## src/rtl/tgad_pkg.sv

```systemverilog
package tgad_pkg;

   // Stream field widths.
   localparam int unsigned BYTE_W     = 8;
   localparam int unsigned DIM_W      = 16;
   localparam int unsigned PIXCOUNT_W = 32;
   localparam int unsigned CHAN_W     = 3;
   localparam int unsigned STATUS_W   = 2;
   localparam int unsigned REQ_DATA_W = 8;
   localparam int unsigned RSP_DATA_W = 80;

   // Header layout: index of the last header byte and the bytes that matter.
   localparam logic [4:0] HDR_ID_LEN    = 5'd0;
   localparam logic [4:0] HDR_IMG_TYPE  = 5'd2;
   localparam logic [4:0] HDR_WIDTH_LO  = 5'd12;
   localparam logic [4:0] HDR_WIDTH_HI  = 5'd13;
   localparam logic [4:0] HDR_HEIGHT_LO = 5'd14;
   localparam logic [4:0] HDR_HEIGHT_HI = 5'd15;
   localparam logic [4:0] HDR_BPP       = 5'd16;
   localparam logic [4:0] HDR_LAST      = 5'd17;

   // Image type for run-length encoded true color.
   localparam logic [7:0] IMG_TYPE_RLE = 8'd10;

   // Supported pixel depths.
   localparam logic [7:0] BPP_16 = 8'd16;
   localparam logic [7:0] BPP_24 = 8'd24;
   localparam logic [7:0] BPP_32 = 8'd32;

   // Result status codes.
   localparam logic [STATUS_W-1:0] STATUS_OK          = 2'd0;
   localparam logic [STATUS_W-1:0] STATUS_UNSUPPORTED = 2'd1;
   localparam logic [STATUS_W-1:0] STATUS_CLIPPED     = 2'd2;

   // Output channel counts.
   localparam logic [CHAN_W-1:0] CHANNELS_RGB  = 3'd3;
   localparam logic [CHAN_W-1:0] CHANNELS_RGBA = 3'd4;

   // One decoded result as it leaves the parser.
   typedef struct packed {
      logic [BYTE_W-1:0]   red;
      logic [BYTE_W-1:0]   green;
      logic [BYTE_W-1:0]   blue;
      logic [BYTE_W-1:0]   alpha;
      logic [BYTE_W-1:0]   run_length;
      logic                last_pixel;
      logic [STATUS_W-1:0] status;
      logic [CHAN_W-1:0]   channels;
      logic [DIM_W-1:0]    image_width;
      logic [DIM_W-1:0]    image_height;
   } result_type;

endpackage

```

## src/rtl/tga_image_decoder_top.sv

```systemverilog
// A byte goes from the input register through the parser into the result register.
// Throughput: one byte per cycle unless output stalls; at most one result per byte.
// The rate is set by the single parser step between the input and result registers.
// Reset is synchronous and active high; it returns the parser to the header phase.
module tga_image_decoder_top (
   input  logic                            clock,
   input  logic                            reset,
   input  logic                            req_tvalid,
   output logic                            req_tready,
   input  logic [tgad_pkg::REQ_DATA_W-1:0] req_tdata,  // [7:0] data_byte
   input  logic                            req_tuser,  // [0] start_of_file
   output logic                            rsp_tvalid,
   input  logic                            rsp_tready,
   // [7:0] red, [15:8] green, [23:16] blue, [31:24] alpha, [39:32] run_length,
   // [42:40] channels, [58:43] image_width, [74:59] image_height, [79:75] zero
   output logic [tgad_pkg::RSP_DATA_W-1:0] rsp_tdata,
   output logic                            rsp_tlast,  // last_pixel
   output logic [tgad_pkg::STATUS_W-1:0]   rsp_tuser   // [1:0] status
);
   import tgad_pkg::*;

   logic                 in_valid_ff, in_valid_in;
   logic [BYTE_W-1:0]    in_byte_ff;
   logic                 in_sof_ff;
   logic                 advance;
   logic                 res_valid;
   result_type           res;
   logic                 rsp_valid_ff, rsp_valid_in;
   result_type           rsp_data_ff;

   // The held byte is processed whenever the result register can take its result.
   assign advance     = in_valid_ff && (!rsp_valid_ff || rsp_tready);
   assign req_tready  = !in_valid_ff || advance;
   assign in_valid_in = (req_tvalid && req_tready) || (in_valid_ff && !advance);

   always_comb begin
      if (advance) begin
         rsp_valid_in = res_valid;
      end else if (rsp_tready) begin
         rsp_valid_in = 1'b0;
      end else begin
         rsp_valid_in = rsp_valid_ff;
      end
   end

   // Input register.
   always_ff @(posedge clock) begin
      if (reset) begin
         in_valid_ff <= 1'b0;
      end else begin
         in_valid_ff <= in_valid_in;
      end
      if (req_tvalid && req_tready) begin
         in_byte_ff <= req_tdata[BYTE_W-1:0];
         in_sof_ff  <= req_tuser;
      end
   end

   tgad_parser u_parser (
      .clock         (clock),
      .reset         (reset),
      .step          (advance),
      .data_byte     (in_byte_ff),
      .start_of_file (in_sof_ff),
      .res_valid     (res_valid),
      .res           (res)
   );

   // Result register.
   always_ff @(posedge clock) begin
      if (reset) begin
         rsp_valid_ff <= 1'b0;
      end else begin
         rsp_valid_ff <= rsp_valid_in;
      end
      if (advance && res_valid) begin
         rsp_data_ff <= res;
      end
   end

   assign rsp_tvalid = rsp_valid_ff;
   assign rsp_tdata  = {5'd0,
                        rsp_data_ff.image_height,
                        rsp_data_ff.image_width,
                        rsp_data_ff.channels,
                        rsp_data_ff.run_length,
                        rsp_data_ff.alpha,
                        rsp_data_ff.blue,
                        rsp_data_ff.green,
                        rsp_data_ff.red};
   assign rsp_tlast  = rsp_data_ff.last_pixel;
   assign rsp_tuser  = rsp_data_ff.status;

endmodule

```

## src/rtl/tgad_parser.sv

```systemverilog
module tgad_parser (
   input  logic                        clock,
   input  logic                        reset,
   input  logic                        step,
   input  logic [tgad_pkg::BYTE_W-1:0] data_byte,
   input  logic                        start_of_file,
   output logic                        res_valid,
   output tgad_pkg::result_type        res
);
   import tgad_pkg::*;

   typedef enum logic [2:0] {
      PH_HEADER,
      PH_IDSKIP,
      PH_RAW,
      PH_RLEHDR,
      PH_RLECOL,
      PH_DONE,
      PH_ERROR
   } phase_type;

   phase_type               phase_ff, phase_in, phase_cur;
   logic [4:0]              header_count_ff, header_count_in, header_count_cur;
   logic [BYTE_W-1:0]       id_skip_left_ff, id_skip_left_in, id_skip_left_cur;
   logic                    is_rle_ff, is_rle_in, is_rle_cur;
   logic [BYTE_W-1:0]       bpp_ff, bpp_in, bpp_cur;
   logic [DIM_W-1:0]        width_ff, width_in, width_cur;
   logic [DIM_W-1:0]        height_ff, height_in, height_cur;
   logic [PIXCOUNT_W-1:0]   pixels_left_ff, pixels_left_in, pixels_left_cur;
   logic [BYTE_W-1:0]       packet_left_ff, packet_left_in, packet_left_cur;
   logic                    packet_repeat_ff, packet_repeat_in, packet_repeat_cur;
   logic [1:0]              color_idx_ff, color_idx_in, color_idx_cur;
   logic [31:0]             color_buf_ff, color_buf_in, color_buf_cur;

   // Pixel assembly and emission terms shared by the data phases.
   logic [31:0]             buf_new;
   logic [2:0]              bytes_pp;
   logic                    pix_done;
   logic [BYTE_W-1:0]       run_req;
   logic                    more;
   logic                    run_clip;
   logic [BYTE_W-1:0]       run_out;
   logic [PIXCOUNT_W-1:0]   pl_after;
   logic                    img_last;
   logic [15:0]             word16;
   result_type              pix_res;
   logic                    fmt_ok;
   logic                    image_empty;

   // A start-of-file byte sees the parser as if just out of reset.
   always_comb begin
      phase_cur         = start_of_file ? PH_HEADER : phase_ff;
      header_count_cur  = start_of_file ? '0 : header_count_ff;
      id_skip_left_cur  = start_of_file ? '0 : id_skip_left_ff;
      is_rle_cur        = start_of_file ? 1'b0 : is_rle_ff;
      bpp_cur           = start_of_file ? '0 : bpp_ff;
      width_cur         = start_of_file ? '0 : width_ff;
      height_cur        = start_of_file ? '0 : height_ff;
      pixels_left_cur   = start_of_file ? '0 : pixels_left_ff;
      packet_left_cur   = start_of_file ? '0 : packet_left_ff;
      packet_repeat_cur = start_of_file ? 1'b0 : packet_repeat_ff;
      color_idx_cur     = start_of_file ? '0 : color_idx_ff;
      color_buf_cur     = start_of_file ? '0 : color_buf_ff;
   end

   // Merge the incoming byte into the color word and build the pixel result.
   always_comb begin
      buf_new = color_buf_cur;
      case (color_idx_cur)
         2'd0:    buf_new[7:0]   = color_buf_cur[7:0]   | data_byte;
         2'd1:    buf_new[15:8]  = color_buf_cur[15:8]  | data_byte;
         2'd2:    buf_new[23:16] = color_buf_cur[23:16] | data_byte;
         default: buf_new[31:24] = color_buf_cur[31:24] | data_byte;
      endcase

      if (bpp_cur == BPP_16) begin
         bytes_pp = 3'd2;
      end else if (bpp_cur == BPP_32) begin
         bytes_pp = 3'd4;
      end else begin
         bytes_pp = 3'd3;
      end
      pix_done = ({1'b0, color_idx_cur} + 3'd1) >= bytes_pp;

      // Only a repeat packet asks for more than one pixel.
      if (phase_cur == PH_RLECOL && packet_repeat_cur) begin
         run_req = packet_left_cur;
      end else begin
         run_req = 8'd1;
      end
      more = (phase_cur == PH_RLECOL) && !packet_repeat_cur && (packet_left_cur > 8'd1);

      run_clip = {24'd0, run_req} > pixels_left_cur;
      run_out  = run_clip ? pixels_left_cur[BYTE_W-1:0] : run_req;
      pl_after = pixels_left_cur - {24'd0, run_out};
      img_last = (pl_after == '0);

      word16  = buf_new[15:0];
      pix_res = '0;
      if (bpp_cur == BPP_16) begin
         pix_res.blue  = {word16[4:0], 3'b000};
         pix_res.green = {word16[9:5], 3'b000};
         pix_res.red   = {word16[14:10], 3'b000};
      end else begin
         pix_res.blue  = buf_new[7:0];
         pix_res.green = buf_new[15:8];
         pix_res.red   = buf_new[23:16];
         if (bpp_cur == BPP_32) begin
            pix_res.alpha = buf_new[31:24];
         end
      end
      pix_res.run_length   = run_out;
      pix_res.last_pixel   = img_last;
      pix_res.status       = (run_clip || (img_last && more)) ? STATUS_CLIPPED : STATUS_OK;
      pix_res.channels     = (bpp_cur == BPP_32) ? CHANNELS_RGBA : CHANNELS_RGB;
      pix_res.image_width  = width_cur;
      pix_res.image_height = height_cur;
   end

   // Phase sequencing for one byte.
   always_comb begin
      phase_in         = phase_cur;
      header_count_in  = header_count_cur;
      id_skip_left_in  = id_skip_left_cur;
      is_rle_in        = is_rle_cur;
      bpp_in           = bpp_cur;
      width_in         = width_cur;
      height_in        = height_cur;
      pixels_left_in   = pixels_left_cur;
      packet_left_in   = packet_left_cur;
      packet_repeat_in = packet_repeat_cur;
      color_idx_in     = color_idx_cur;
      color_buf_in     = color_buf_cur;
      res_valid        = 1'b0;
      res              = pix_res;

      fmt_ok = (bpp_cur == BPP_24) || (bpp_cur == BPP_32) ||
               (!is_rle_cur && (bpp_cur == BPP_16));
      image_empty = (width_cur == '0) || (height_cur == '0);

      unique case (phase_cur)
         PH_HEADER: begin
            if (header_count_cur < HDR_LAST) begin
               case (header_count_cur)
                  HDR_ID_LEN:    id_skip_left_in = data_byte;
                  HDR_IMG_TYPE:  is_rle_in = (data_byte == IMG_TYPE_RLE);
                  HDR_WIDTH_LO:  width_in[7:0] = data_byte;
                  HDR_WIDTH_HI:  width_in[15:8] = data_byte;
                  HDR_HEIGHT_LO: height_in[7:0] = data_byte;
                  HDR_HEIGHT_HI: height_in[15:8] = data_byte;
                  HDR_BPP:       bpp_in = data_byte;
                  default:       ;
               endcase
               header_count_in = header_count_cur + 5'd1;
            end else if (!fmt_ok) begin
               // Unsupported pixel format: one error result, then idle.
               phase_in         = PH_ERROR;
               res_valid        = 1'b1;
               res              = '0;
               res.status       = STATUS_UNSUPPORTED;
               res.channels     = CHANNELS_RGB;
               res.image_width  = width_cur;
               res.image_height = height_cur;
            end else begin
               pixels_left_in = {16'd0, width_cur} * {16'd0, height_cur};
               if (id_skip_left_cur != '0) begin
                  phase_in = PH_IDSKIP;
               end else begin
                  color_idx_in = '0;
                  color_buf_in = '0;
                  if (image_empty) begin
                     phase_in = PH_DONE;
                  end else begin
                     phase_in = is_rle_cur ? PH_RLEHDR : PH_RAW;
                  end
               end
            end
         end
         PH_IDSKIP: begin
            id_skip_left_in = id_skip_left_cur - 8'd1;
            if (id_skip_left_cur == 8'd1) begin
               color_idx_in = '0;
               color_buf_in = '0;
               if (pixels_left_cur == '0) begin
                  phase_in = PH_DONE;
               end else begin
                  phase_in = is_rle_cur ? PH_RLEHDR : PH_RAW;
               end
            end
         end
         PH_RAW: begin
            if (pix_done) begin
               res_valid      = 1'b1;
               pixels_left_in = pl_after;
               color_idx_in   = '0;
               color_buf_in   = '0;
               if (img_last) begin
                  phase_in = PH_DONE;
               end
            end else begin
               color_idx_in = color_idx_cur + 2'd1;
               color_buf_in = buf_new;
            end
         end
         PH_RLEHDR: begin
            // Packet header: high bit selects a repeat packet.
            if (data_byte[7]) begin
               packet_repeat_in = 1'b1;
               packet_left_in   = data_byte - 8'd127;
            end else begin
               packet_repeat_in = 1'b0;
               packet_left_in   = data_byte + 8'd1;
            end
            color_idx_in = '0;
            color_buf_in = '0;
            phase_in     = PH_RLECOL;
         end
         PH_RLECOL: begin
            if (pix_done) begin
               res_valid      = 1'b1;
               pixels_left_in = pl_after;
               color_idx_in   = '0;
               color_buf_in   = '0;
               if (img_last) begin
                  phase_in       = PH_DONE;
                  packet_left_in = '0;
               end else if (packet_repeat_cur) begin
                  phase_in       = PH_RLEHDR;
                  packet_left_in = '0;
               end else begin
                  packet_left_in = packet_left_cur - 8'd1;
                  if (packet_left_cur == 8'd1) begin
                     phase_in = PH_RLEHDR;
                  end
               end
            end else begin
               color_idx_in = color_idx_cur + 2'd1;
               color_buf_in = buf_new;
            end
         end
         default: ;
      endcase
   end

   // Parser state, advanced once per processed byte.
   always_ff @(posedge clock) begin
      if (reset) begin
         phase_ff         <= PH_HEADER;
         header_count_ff  <= '0;
         id_skip_left_ff  <= '0;
         is_rle_ff        <= 1'b0;
         bpp_ff           <= '0;
         width_ff         <= '0;
         height_ff        <= '0;
         pixels_left_ff   <= '0;
         packet_left_ff   <= '0;
         packet_repeat_ff <= 1'b0;
         color_idx_ff     <= '0;
         color_buf_ff     <= '0;
      end else if (step) begin
         phase_ff         <= phase_in;
         header_count_ff  <= header_count_in;
         id_skip_left_ff  <= id_skip_left_in;
         is_rle_ff        <= is_rle_in;
         bpp_ff           <= bpp_in;
         width_ff         <= width_in;
         height_ff        <= height_in;
         pixels_left_ff   <= pixels_left_in;
         packet_left_ff   <= packet_left_in;
         packet_repeat_ff <= packet_repeat_in;
         color_idx_ff     <= color_idx_in;
         color_buf_ff     <= color_buf_in;
      end
   end

endmodule
```

## config.mk

```make
export PLATFORM = sky130hd
export DESIGN_NAME = tga_image_decoder_top
export DESIGN_NICKNAME = d
export VERILOG_FILES = /design/src/rtl/tgad_pkg.sv /design/src/rtl/tga_image_decoder_top.sv /design/src/rtl/tgad_parser.sv
export SDC_FILE = /design/constraint.sdc
export NUM_CORES = 1
export LEC_CHECK = 0
export BUFFER_PORTS_ARGS = -buffer_cell sky130_fd_sc_hd__clkbuf_2
export CAP_MARGIN = 20
export CORE_MARGIN = 2
export CORE_UTILIZATION = 44
export CTS_BUF_LIST = sky130_fd_sc_hd__clkbuf_2
export DETAILED_ROUTE_END_ITERATION = 6
export SLEW_MARGIN = 20
export SYNTH_ARGS = -nofsm -noshare
export SYNTH_HDL_FRONTEND = slang
export SYNTH_HIERARCHICAL = 1
export SYNTH_SLANG_ARGS = --single-unit
```

## constraint.sdc

```tcl
create_clock -name clock -period 10.49 [get_ports clock]
set_input_delay 0.5245 -clock clock [delete_from_list [all_inputs] [get_ports clock]]
set_output_delay 0.5245 -clock clock [all_outputs]
set_load 0.05 [all_outputs]
```

# After elaboration in Yosys (flattened, before gate mapping)
# Index checks and enable logic that the tools add are counted.
[op_classes]
multipliers = 1
eq_ne = 18
mux = 89
bitwise = 4
n_lt_le_gt_ge = 4
addsub = 8
n_reduce_logical = 32
[op_table]
columns = ["cell", "n"]
rows = [
  ["two-way mux 32 bit", 10],
  ["two-way mux 78 bit", 3],
  ["two-way mux 8 bit", 24],
  ["case mux 32 bit (4 select lines)", 1],
  ["two-way mux 16 bit", 6],
  ["zero test 32 bit", 2],
  ["case mux 32 bit (2 select lines)", 1],
  ["two-way mux 3 bit", 15],
  ["greater-than comparator 8 x 32 -> 1 bit", 1],
  ["zero test 16 bit", 2],
  ["multiplier 16 x 16 -> 32 bit", 1],
  ["bitwise OR 8 bit", 4],
  ["case mux 8 bit (2 select lines)", 2],
  ["subtractor 32 x 8 -> 32 bit", 1],
  ["two-way mux 24 bit", 1],
  ["equality test 5 x 4 -> 1 bit, second input constant", 4],
  ["equality test 8 x 1 -> 1 bit, second input constant", 2],
  ["equality test 8 x 5 -> 1 bit, second input constant", 2],
  ["subtractor 8 x 1 -> 8 bit, second input constant", 2],
  ["two-way mux 5 bit", 3],
  ["case mux 3 bit (5 select lines)", 1],
  ["two-way mux 2 bit", 7],
  ["two-way mux 1 bit", 13],
  ["logical AND 1 bit", 9],
  ["28 further kinds", 39],
]
[totals]
out_inout_bits = 85
word_cells = 182
input_bits = 13
register_bits = 221

# Logic depth before layout (Yosys ltp)
# Gate-level depths: netlist of run 1.
[depth]
word_depth = 14
ltp_mapped = 32
depth_no_buf = 25

# Modules after synthesis
# Netlist of run 1, hierarchy kept.
[modules_own_cells]
columns = ["module", "n_inst", "area_each_um2", "seq_area_each_um2", "cells_each"]
rows = [
  ["tgad_parser", 1, 18152.4, 2642.5, 2375],
  ["tga_image_decoder_top", 1, 2756.4, 2652.5, 104],
]

# Worst setup path before layout of run 1
# OpenSTA, ideal clock, no wires.
[synth_path]
kind = "flip-flop to flip-flop"
start = "register in_sof_ff"
end = "register rsp_data_ff (netlist bit rsp_tdata[0]) (enable)"
t_arrival_ps = 7406
period_less_slack_ps = 7930
setup_slack_ps = 2560
path_buffers = 9
path_stages_with_launch = 20
required_time_ps = 9966
cell_sequence = "edfxtp_1 buf_4 inv_2 buf_2 clkbuf_1 clkbuf_1 clkbuf_1 clkbuf_1 buf_1 clkbuf_1 nand2_1 ha_1 ha_1 a21o_1 a21o_1 nand2_1 clkbuf_1 nand2b_1 nand2_1 nor2b_1"
[synth_via]
elab_chain_cells = 8
word_cells_on_any_way = 26
cone_classes = "add/sub: 1; order compare: 2; eq/ne: 5; mux: 11; reduce/logical: 7"
[synth_rtl]
columns = ["element", "line_no", "source"]
rows = [
  ["start, declared", "tga_image_decoder_top.sv:24", "logic in_sof_ff;"],
  ["start signal, assigned", "tga_image_decoder_top.sv:55", "in_sof_ff <= req_tuser;"],
  ["two-way mux 8 bit / two-way mux 1 bit (equally long branches)", "tgad_parser.sv:56, tgad_parser.sv:55", ""],
  ["equality test 8 x 6 -> 1 bit (tied with other cells)", "tgad_parser.sv:78, tgad_parser.sv:137", ""],
  ["two-way mux 3 bit (tied with other cells)", "tgad_parser.sv:78", "end else if (bpp_cur == BPP_32) begin"],
  ["two-way mux 3 bit / logical OR 1 bit (equally long branches)", "tgad_parser.sv:76, tgad_parser.sv:137", ""],
  [">= comparator 3 bit / two-way mux 1 bit (equally long branches)", "tgad_parser.sv:83, tgad_parser.sv:155", ""],
  ["two-way mux 1 bit (on tied branches)", "tgad_parser.sv:192, tgad_parser.sv:219, tgad_parser.sv:143", ""],
  ["case mux 1 bit (2 select lines) *", "tgad_parser.sv:141", "unique case (phase_cur)"],
  ["via res_valid", "tga_image_decoder_top.sv:26", "logic res_valid;"],
  ["logical AND 1 bit *", "tga_image_decoder_top.sv:76", "if (advance && res_valid) begin"],
  ["end signal, assigned", "tga_image_decoder_top.sv:77", "rsp_data_ff <= res;"],
  ["end, declared", "tga_image_decoder_top.sv:29", "result_type rsp_data_ff;"],
]
# Mark *: on every way through the listed nets, which the timed path passes. The rest lies on a longest branch.
# A chain may end at the register's enable or synchronous reset.

# Worst setup path in the final report of run 1
[layout_path]
start = "register in_sof_ff"
end = "register u_parser.pixels_left_ff[29]"
[layout_via]
elab_chain_cells = 9
word_cells_on_any_way = 36
cone_classes = "add/sub: 2; mul: 1; order compare: 3; eq/ne: 5; mux: 18; reduce/logical: 7"
[layout_rtl]
columns = ["element", "line_no", "source"]
rows = [
  ["two-way mux 3 bit", "tgad_parser.sv:52", "phase_cur = start_of_file ? PH_HEADER : phase_ff;"],
  ["equality test 3 bit", "tgad_parser.sv:86, tgad_parser.sv:141", ""],
  ["logical AND 1 bit", "tgad_parser.sv:86", "if (phase_cur == PH_RLECOL && packet_repeat_cur) begin"],
  ["two-way mux 8 bit", "tgad_parser.sv:86", ""],
  ["greater-than comparator 8 x 32 -> 1 bit", "tgad_parser.sv:93", "run_clip = {24'd0, run_req} > pixels_left_cur;"],
  ["two-way mux 8 bit", "tgad_parser.sv:94", "run_out = run_clip ? pixels_left_cur[BYTE_W-1:0] : run_req;"],
  ["subtractor 32 x 8 -> 32 bit", "tgad_parser.sv:95", "pl_after = pixels_left_cur - {24'd0, run_out};"],
  ["two-way mux 32 bit", "tgad_parser.sv:192, tgad_parser.sv:219", ""],
  ["case mux 32 bit (2 select lines) *", "tgad_parser.sv:141", ""],
  ["end signal, assigned", "tgad_parser.sv:268", "pixels_left_ff <= pixels_left_in;"],
  ["end, declared", "tgad_parser.sv:29", "logic [PIXCOUNT_W-1:0] pixels_left_ff, pixels_left_in, pixels_left_cur;"],
]
# Every way passes the cells marked *; elsewhere a longest branch is shown, timed or not.

==> results_dict.tcl, run 1 <==
set metrics [dict create \
    final.setup_skew_ps 97.2 \
    start_util 0.447 \
    max_stage_delay_ps 850 \
    synthCells 2479 \
    antenna_found_initial 1 \
    cts_root_buffer "clkbuf_2" \
    worstSkewPairLatency_ps 1010 \
    totalPowerFinal_mw 1.89 \
    syn_area_mm2 0.0209 \
    dp.cells 3027 \
    synth_seq_area_share 0.253 \
    ys_seq_elements 221 \
    crit_chain "buf_4 -> nor2b_1 -> nand2_1 -> fa_1 -> inv_1 -> fa_1 -> inv_1 -> fa_1 -> inv_1 -> fa_1 -> inv_1 -> fa_1 -> inv_1 -> fa_1 -> ha_1 -> o211ai_1 -> o31ai_1 -> a2111oi_1 -> o31ai_1 -> a22oi_1 -> a2111o_1 -> o311a_1 -> a2111oi_0" \
    via_per_inst 5.87 \
    dieArea_mm2 0.0493 \
    fillerInstances 4606 \
    dpl_cell_area_mm2 0.0217 \
    drive_gt1_frac 0.102 \
    cts_buffer_depth 3 \
    yosys-top-cells-area "fa_1 19%, dfxtp_1 13%, edfxtp_1 12%" \
    min_period_ps 8270 \
    synth-main-ff-cell "dfxtp_1" \
    fin_nets 2850 \
    drtPass1Iterations 6 \
    area_growth_syn_to_layout_pct 7.30 \
    worst-path-max-fanout 13 \
    tritoncts "done" \
    synth_top_area_frac 0.187 \
    async_flop_share 0 \
    worst_pin_slew_ps 1160 \
    ctsHtreeMaxLevel 3 \
    finalSetupViolCount 0 \
    slew_viol_final 0 \
    grt_pass1_wl_um 102000 \
    cap_violations 0 \
    hp-start "reset" \
    yosys.area_share.adder 0.270 \
    rows 79 \
    instances_no_fill 3161 \
    stdcell_area_mm2 0.0224 \
    crit_arrival_ps 9120 \
    ios 98 \
    cp_common_cell "fa_1" \
    end_kind "flop" \
    rrSetupSlack_ps 2220 \
    yosys.area_share.simple 0.203 \
    numCtsBuffers 68 \
    synth-edff-count 87 \
    slew_headroom 0.229 \
    grt_overflow 0 \
    drc 0 \
    hold_viol_final 0 \
    ant_nets 0 \
    path_class "flop to flop" \
    die_w_um 222 \
    synth-xor-area-share 0.0105 \
    routed_wl_um 64200 \
    period_share 0.789 \
    routabilityCongestion 0.902 \
    tns_ps 0 \
    rsz0062_at_grt "no" \
    reg2reg_from "in_sof_ff" \
    powerDensity_mw_per_mm2 84.4 \
    grt_pass1_vias 18400 \
    r2r_cells 23 \
    drt_iter0_drc 1871 \
    placeableCoreArea_mm2 0.0468 \
    cp_top_family "adder cells" \
    crit_slowest_cell "nor2b_1" \
    p_leak_nw 9.72 \
    yosysUniqueCellTypes 90 \
    hold_path_class "primary input to flop" \
    synth.most_common_cell "nand2_1" \
    fmax_mhz 121 \
    synth_common_cells "295 x nand2_1, 266 x inv_1, 256 x nor2_1" \
    crit_path_end "u_parser/pixels_left_ff[29]" \
    synth_mux_area_frac 0.00586 \
    syn_area_per_cell_um2 8.43 \
    post-route-worst-setup-slack_ps 2220 \
    critPathLaunch "in_sof_ff" \
    wl_per_cell_um 20.3 \
    synth_top_cell_by_area "fa_1" \
    status "completed" \
    cp_num_cells 23 \
    grt_use_total 0.262 \
    portBuffers 92 \
    critical_path_buf_inv_count 6 \
    cts_resized 0 \
    peakVddDrop_v 0.0000663 \
    dpl.hpwl_um 46000 \
    clock-sinks 221 \
    synth_top_family_by_area "adder cells" \
    vias 18500 \
    startpoint_type "flop" \
    yosys_warnings 6 \
    grt_max_degree 71 \
    fp.dieH_um 222 \
    synth-compound-area-share 0.173 \
    path_clk_slew_ps 100 \
    worstPathRequired_ps 11340 \
    r2r-end "u_parser/pixels_left_ff[29]" \
    pre_cts_ws_ps 2470 \
]
[sequential cells by signal, summed over array words and instances, names as in the netlist, 3 cells and up]
register,flops
u_parser/color_buf_ff,32
u_parser/width_ff,16
u_parser/height_ff,16
u_parser/phase_ff,3
u_parser/packet_left_ff,8
u_parser/bpp_ff,8
u_parser/header_count_ff,5
u_parser/id_skip_left_ff,8
rsp_tdata,75
in_byte_ff,8
u_parser/pixels_left_ff,32
[power breakdown]
group	leakage, nW	internal [mW]	switching (mW)
Sequential	1.97	0.896	0.0261
Clock	0.483	0.304	0.420
Combinational	7.26	0.0813	0.167
[kinds of logic after synthesis]
group / Yosys count
and+or+nand+nor: 900
DFF: 221
other: 1
buffers and inverters: 452
muxes: 12
xor gates and xnor gates: 25
AOI/OAI and AO/OA: 533
adders and majority gates: 335
[cells in the final DEF (no fill, tap or decap), types with 87 or more instances in the layout]
| cell | n |
|---|---|
| o21ai_0 | 95 |
| a21oi_1 | 109 |
| edfxtp_1 | 87 |
| fa_1 | 195 |
| clkbuf_2 | 190 |
| nand2_1 | 295 |
| dfxtp_1 | 134 |
| and2_1 | 98 |
| inv_1 | 266 |
| nor2_1 | 256 |
| a22oi_1 | 91 |
| ha_1 | 140 |
[routing by layer]
layer / part of all wire / global-route usage / up-vias
met1: 0.44 / 0.370 / 9105
met5: 0 / 0 / -
met4: 0.027 / 0.0937 / 0
met3: 0.078 / 0.0400 / 120
li1: - / - / 8500
met2: 0.45 / 0.408 / 820
[through the flow]
| step | utilization | hold WS [ps] |
|---|---|---|
| after detailed placement | 0.463 | 450 |
| final | 0.480 | 149 |
| after floorplan | - | 436 |
| after global routing | 0.480 | 105 |
| after CTS | 0.479 | 45.1 |
| after global placement | 0.463 | 443 |
[worst min-delay path by stage]
stage | end | slack (ps) | cells past startpoint
final | u_parser/color_idx_ff[1] | 150 | 2
after global routing | u_parser/color_buf_ff[20] | 100 | 2
after CTS | u_parser/color_buf_ff[12] | 50 | 2
after detailed placement | u_parser/color_buf_ff[7] | 450 | 2
after global placement | u_parser/color_buf_ff[7] | 440 | 2
after floorplan | u_parser/color_buf_ff[0] | 440 | 2
[area by class of cell]
| class | instances | area [um2] | area share |
|---|---|---|---|
| Clock inverter | 21 | 151 | 0.00675 |
| Inverter | 269 | 1010 | 0.0450 |
| Multi-Input combinational cell | 1810 | 13900 | 0.621 |
| Antenna cell | 2 | 5.00 | 0.000223 |
| Sequential cell | 221 | 5300 | 0.236 |
| Tap cell | 607 | 759 | 0.0339 |
| Timing Repair Buffer | 132 | 793 | 0.0354 |
| Clock buffer | 99 | 495 | 0.0221 |
[worst reg2reg max path, delay by kind of cell, from the launching register on]
kind	cells	cell delay, ps
AO/OA/AOI/OAI	8	2560
adder cells (fa/ha/maj)	7	3460
AND/OR/NAND/NOR	2	1030
buffers and inverters	6	560
flip-flops	1	560
[timing repair]
action / in CTS / in global routing
buffers inserted: 0 / 0
hold buffers: 12 / 0
hold endpoints to repair: 11 / 0
Note: power is estimated with default switching activity, not from simulation.
==> run 2: changes to the inputs <==
ABC_AREA = 1   (was not set)
clock period = 8.4 ns   (was 10.49 ns; I/O delays follow)
==> run 2 against run 1 <==
  * Wire length increased by 16%
  * Highest routed layer unchanged
  * Clock skew decreased by 2.4 ps
  * Die area increased by 6.7%
  * Area after synthesis increased by 6.9%
  * Fmax increased by 13%
  * Critical endpoint is now u_parser/pixels_left_ff[23]
  * Total power increased by 43%
==> results_dict.tcl, run 2 <==
set metrics [dict create \
    fmax_mhz 136 \
    rsz0062_at_grt "no" \
    area_growth_syn_to_layout_pct 7.69 \
    cts_buffer_depth 3 \
    dpl.hpwl_um 55600 \
    rows 82 \
    dieArea_mm2 0.0526 \
    status "completed" \
    ios 98 \
    drive_gt1_frac 0.0968 \
    drtPass1Iterations 6 \
    antenna_found_initial 3 \
    ant_nets 0 \
    via_per_inst 5.44 \
    tns_ps 0 \
    totalPowerFinal_mw 2.70 \
    r2r_cells 24 \
    crit_slowest_cell "fa_1" \
    peakVddDrop_v 0.0000919 \
    fp.dieH_um 229 \
    syn_area_mm2 0.0223 \
    cp_common_cell "fa_1" \
    yosysUniqueCellTypes 64 \
    grt_max_degree 81 \
    portBuffers 92 \
    synthCells 3085 \
    min_period_ps 7340 \
    synth-main-ff-cell "dfxtp_1" \
    seq_power_share 0.440 \
    syn_area_per_cell_um2 7.24 \
    final.setup_skew_ps 94.8 \
    fin_nets 3504 \
    hold_path_class "primary input to flop" \
    grt_pass1_wl_um 117000 \
    start_util 0.445 \
    path_class "flop to flop" \
    swShare 0.380 \
    slew_viol_final 0 \
    grt_use_total 0.286 \
    synth.most_common_cell "nand2_1" \
    synth-edff-count 87 \
    drt_iter0_drc 2027 \
    cap_violations 0 \
    period_share 0.874 \
    worstPathRequired_ps 9260 \
    wl_per_cell_um 19.2 \
    path_clk_slew_ps 110 \
    fin_hold_ws_ps 78.2 \
    hold_viol_final 0 \
    end_kind "flop" \
    ctsHtreeMaxLevel 3 \
    tritoncts "done" \
    async_flop_share 0 \
    max_stage_delay_ps 570 \
    worst-path-max-fanout 66 \
    crit_chain "inv_6 -> nand2_1 -> inv_1 -> nand2_1 -> fa_1 -> inv_1 -> fa_1 -> fa_1 -> fa_1 -> inv_1 -> fa_1 -> inv_1 -> fa_1 -> ha_1 -> nand2_1 -> o21ai_0 -> inv_1 -> nand2_1 -> a21boi_0 -> o21ai_0 -> a21oi_1 -> or2_2 -> nand2_1 -> a21oi_1" \
    p_leak_nw 11.6 \
    yosys_warnings 6 \
    slew_headroom 0.308 \
    numCtsBuffers 68 \
    drc 0 \
    postCtsSetupBuffers 0 \
    worst_pin_slew_ps 1030 \
    startpoint_type "flop" \
    grt_pass1_vias 21000 \
    synth_top_area_frac 0.175 \
    routed_wl_um 74700 \
    clock_power_share 0.339 \
    layout_commonest_cell "nand2_1" \
    ys_seq_elements 221 \
    crit_arrival_ps 8200 \
    vias 21100 \
    largest_register_ffs 75 \
    p_switching_mw 1.03 \
    power_frac_comb 0.220 \
    die_w_um 229 \
    min_path_cells 3 \
    grt_overflow 0 \
    powerDensity_mw_per_mm2 112 \
    p_int_mw 1.68 \
    yosys-top-cells-area "fa_1 17%, dfxtp_1 12%, nand2_1 12%" \
    synth_seq_area_share 0.237 \
    final_cell_mix "709 x nand2_1, 542 x inv_1, 311 x nor2_1" \
    cts_root_buffer "clkbuf_2" \
    synth_common_cells "709 x nand2_1, 543 x inv_1, 314 x nor2_1" \
    synth_top_cell_by_area "fa_1" \
    clock-sinks 221 \
    worstSkewPairLatency_ps 1050 \
    routabilityCongestion 0.936 \
    placeableCoreArea_mm2 0.0502 \
    finalSetupViolCount 0 \
]
-- run 2: cell count changes after synthesis, sizes merged, moves of 75 or more --
| cell | change |
|---|---|
| a21oi | +118 |
| a22oi | -90 |
| and2 | -99 |
| inv | +289 |
| nand2 | +435 |
| nand3 | +95 |
| nor2 | +75 |
-- run 2: worst paths after layout --
path,slack [ps],to,startpoint
worst min register to register,470,u_parser/height_ff[11],u_parser/height_ff[11]
worst min-delay path,80,u_parser/packet_left_ff[2],reset
worst max register to register,1060,u_parser/pixels_left_ff[23],in_sof_ff
worst max-delay path,1060,u_parser/pixels_left_ff[23],in_sof_ff
-- run 2: final cells by class --
| class | count | area (um2) |
|---|---|---|
| Timing Repair Buffer | 131 | 798 |
| Tap cell | 672 | 841 |
| Clock inverter | 20 | 116 |
| Sequential cell | 221 | 5300 |
| Clock buffer | 106 | 531 |
| Multi-Input combinational cell | 2166 | 14300 |
| Antenna cell | 5 | 12.5 |
| Inverter | 568 | 2140 |
| Fill cell | 5057 | 26100 |
-- run 2: cell families (layout without fill, tap and decap cells) --
group | Yosys count | in the layout | share of synthesized area
buf+inv | 702 | 825 | 0.124
simple gates | 1253 | 1253 | 0.231
fa+ha+maj | 335 | 335 | 0.253
compound gates | 551 | 551 | 0.146
xor+xnor | 22 | 22 | 0.00862
flops | 221 | 221 | 0.237
other cells | 1 | 10 | 0.000168
-- run 2: per-stage QoR --
| step | utilization | instances | worst slack [ps] | instance area (um2) |
|---|---|---|---|---|
| finish | 0.480 | 3889 | 1060 | 24100 |
| global route | 0.480 | 3889 | 484 | 24100 |
| CTS | 0.479 | 3884 | 1090 | 24000 |
| detailed placement | 0.464 | 3745 | 1200 | 23300 |
| global placement | 0.464 | 3745 | 1240 | 23300 |
| floorplan | - | 3089 | 1640 | 22400 |
-- run 2: layer usage --
layer	share of wire	global-route usage	wire length [um]	up-vias
met3	0.068	0.0474	5080	181
li1	-	-	-	10000
met4	0.039	0.120	2920	0
met1	0.43	0.375	32000	10100
met2	0.47	0.467	34800	877
met5	0	0	0	-
-- run 2: power groups by stage --
stage | sequential [mW] | combinational [mW] | clock, mW
final | 1.19 | 0.596 | 0.916
after global routing | 1.19 | 0.659 | 1.00
after CTS | 1.19 | 0.584 | 0.948
after detailed placement | 1.21 | 0.575 | 0
after global placement | 1.21 | 0.570 | 0
after floorplan | 1.19 | 0.427 | 0
-- run 2: repair_timing --
item	in CTS	in global routing
endpoints found under the hold margin	29	0
hold buffers	13	0
gates resized for setup	0	0
-- run 2: worst max-delay path, delay by kind of cell, from the launching register on --
kind	cells	cell delay (ps)
flops	1	460
fa+ha+maj	7	3460
buf+inv	6	1240
simple gates	6	960
compound gates	5	990
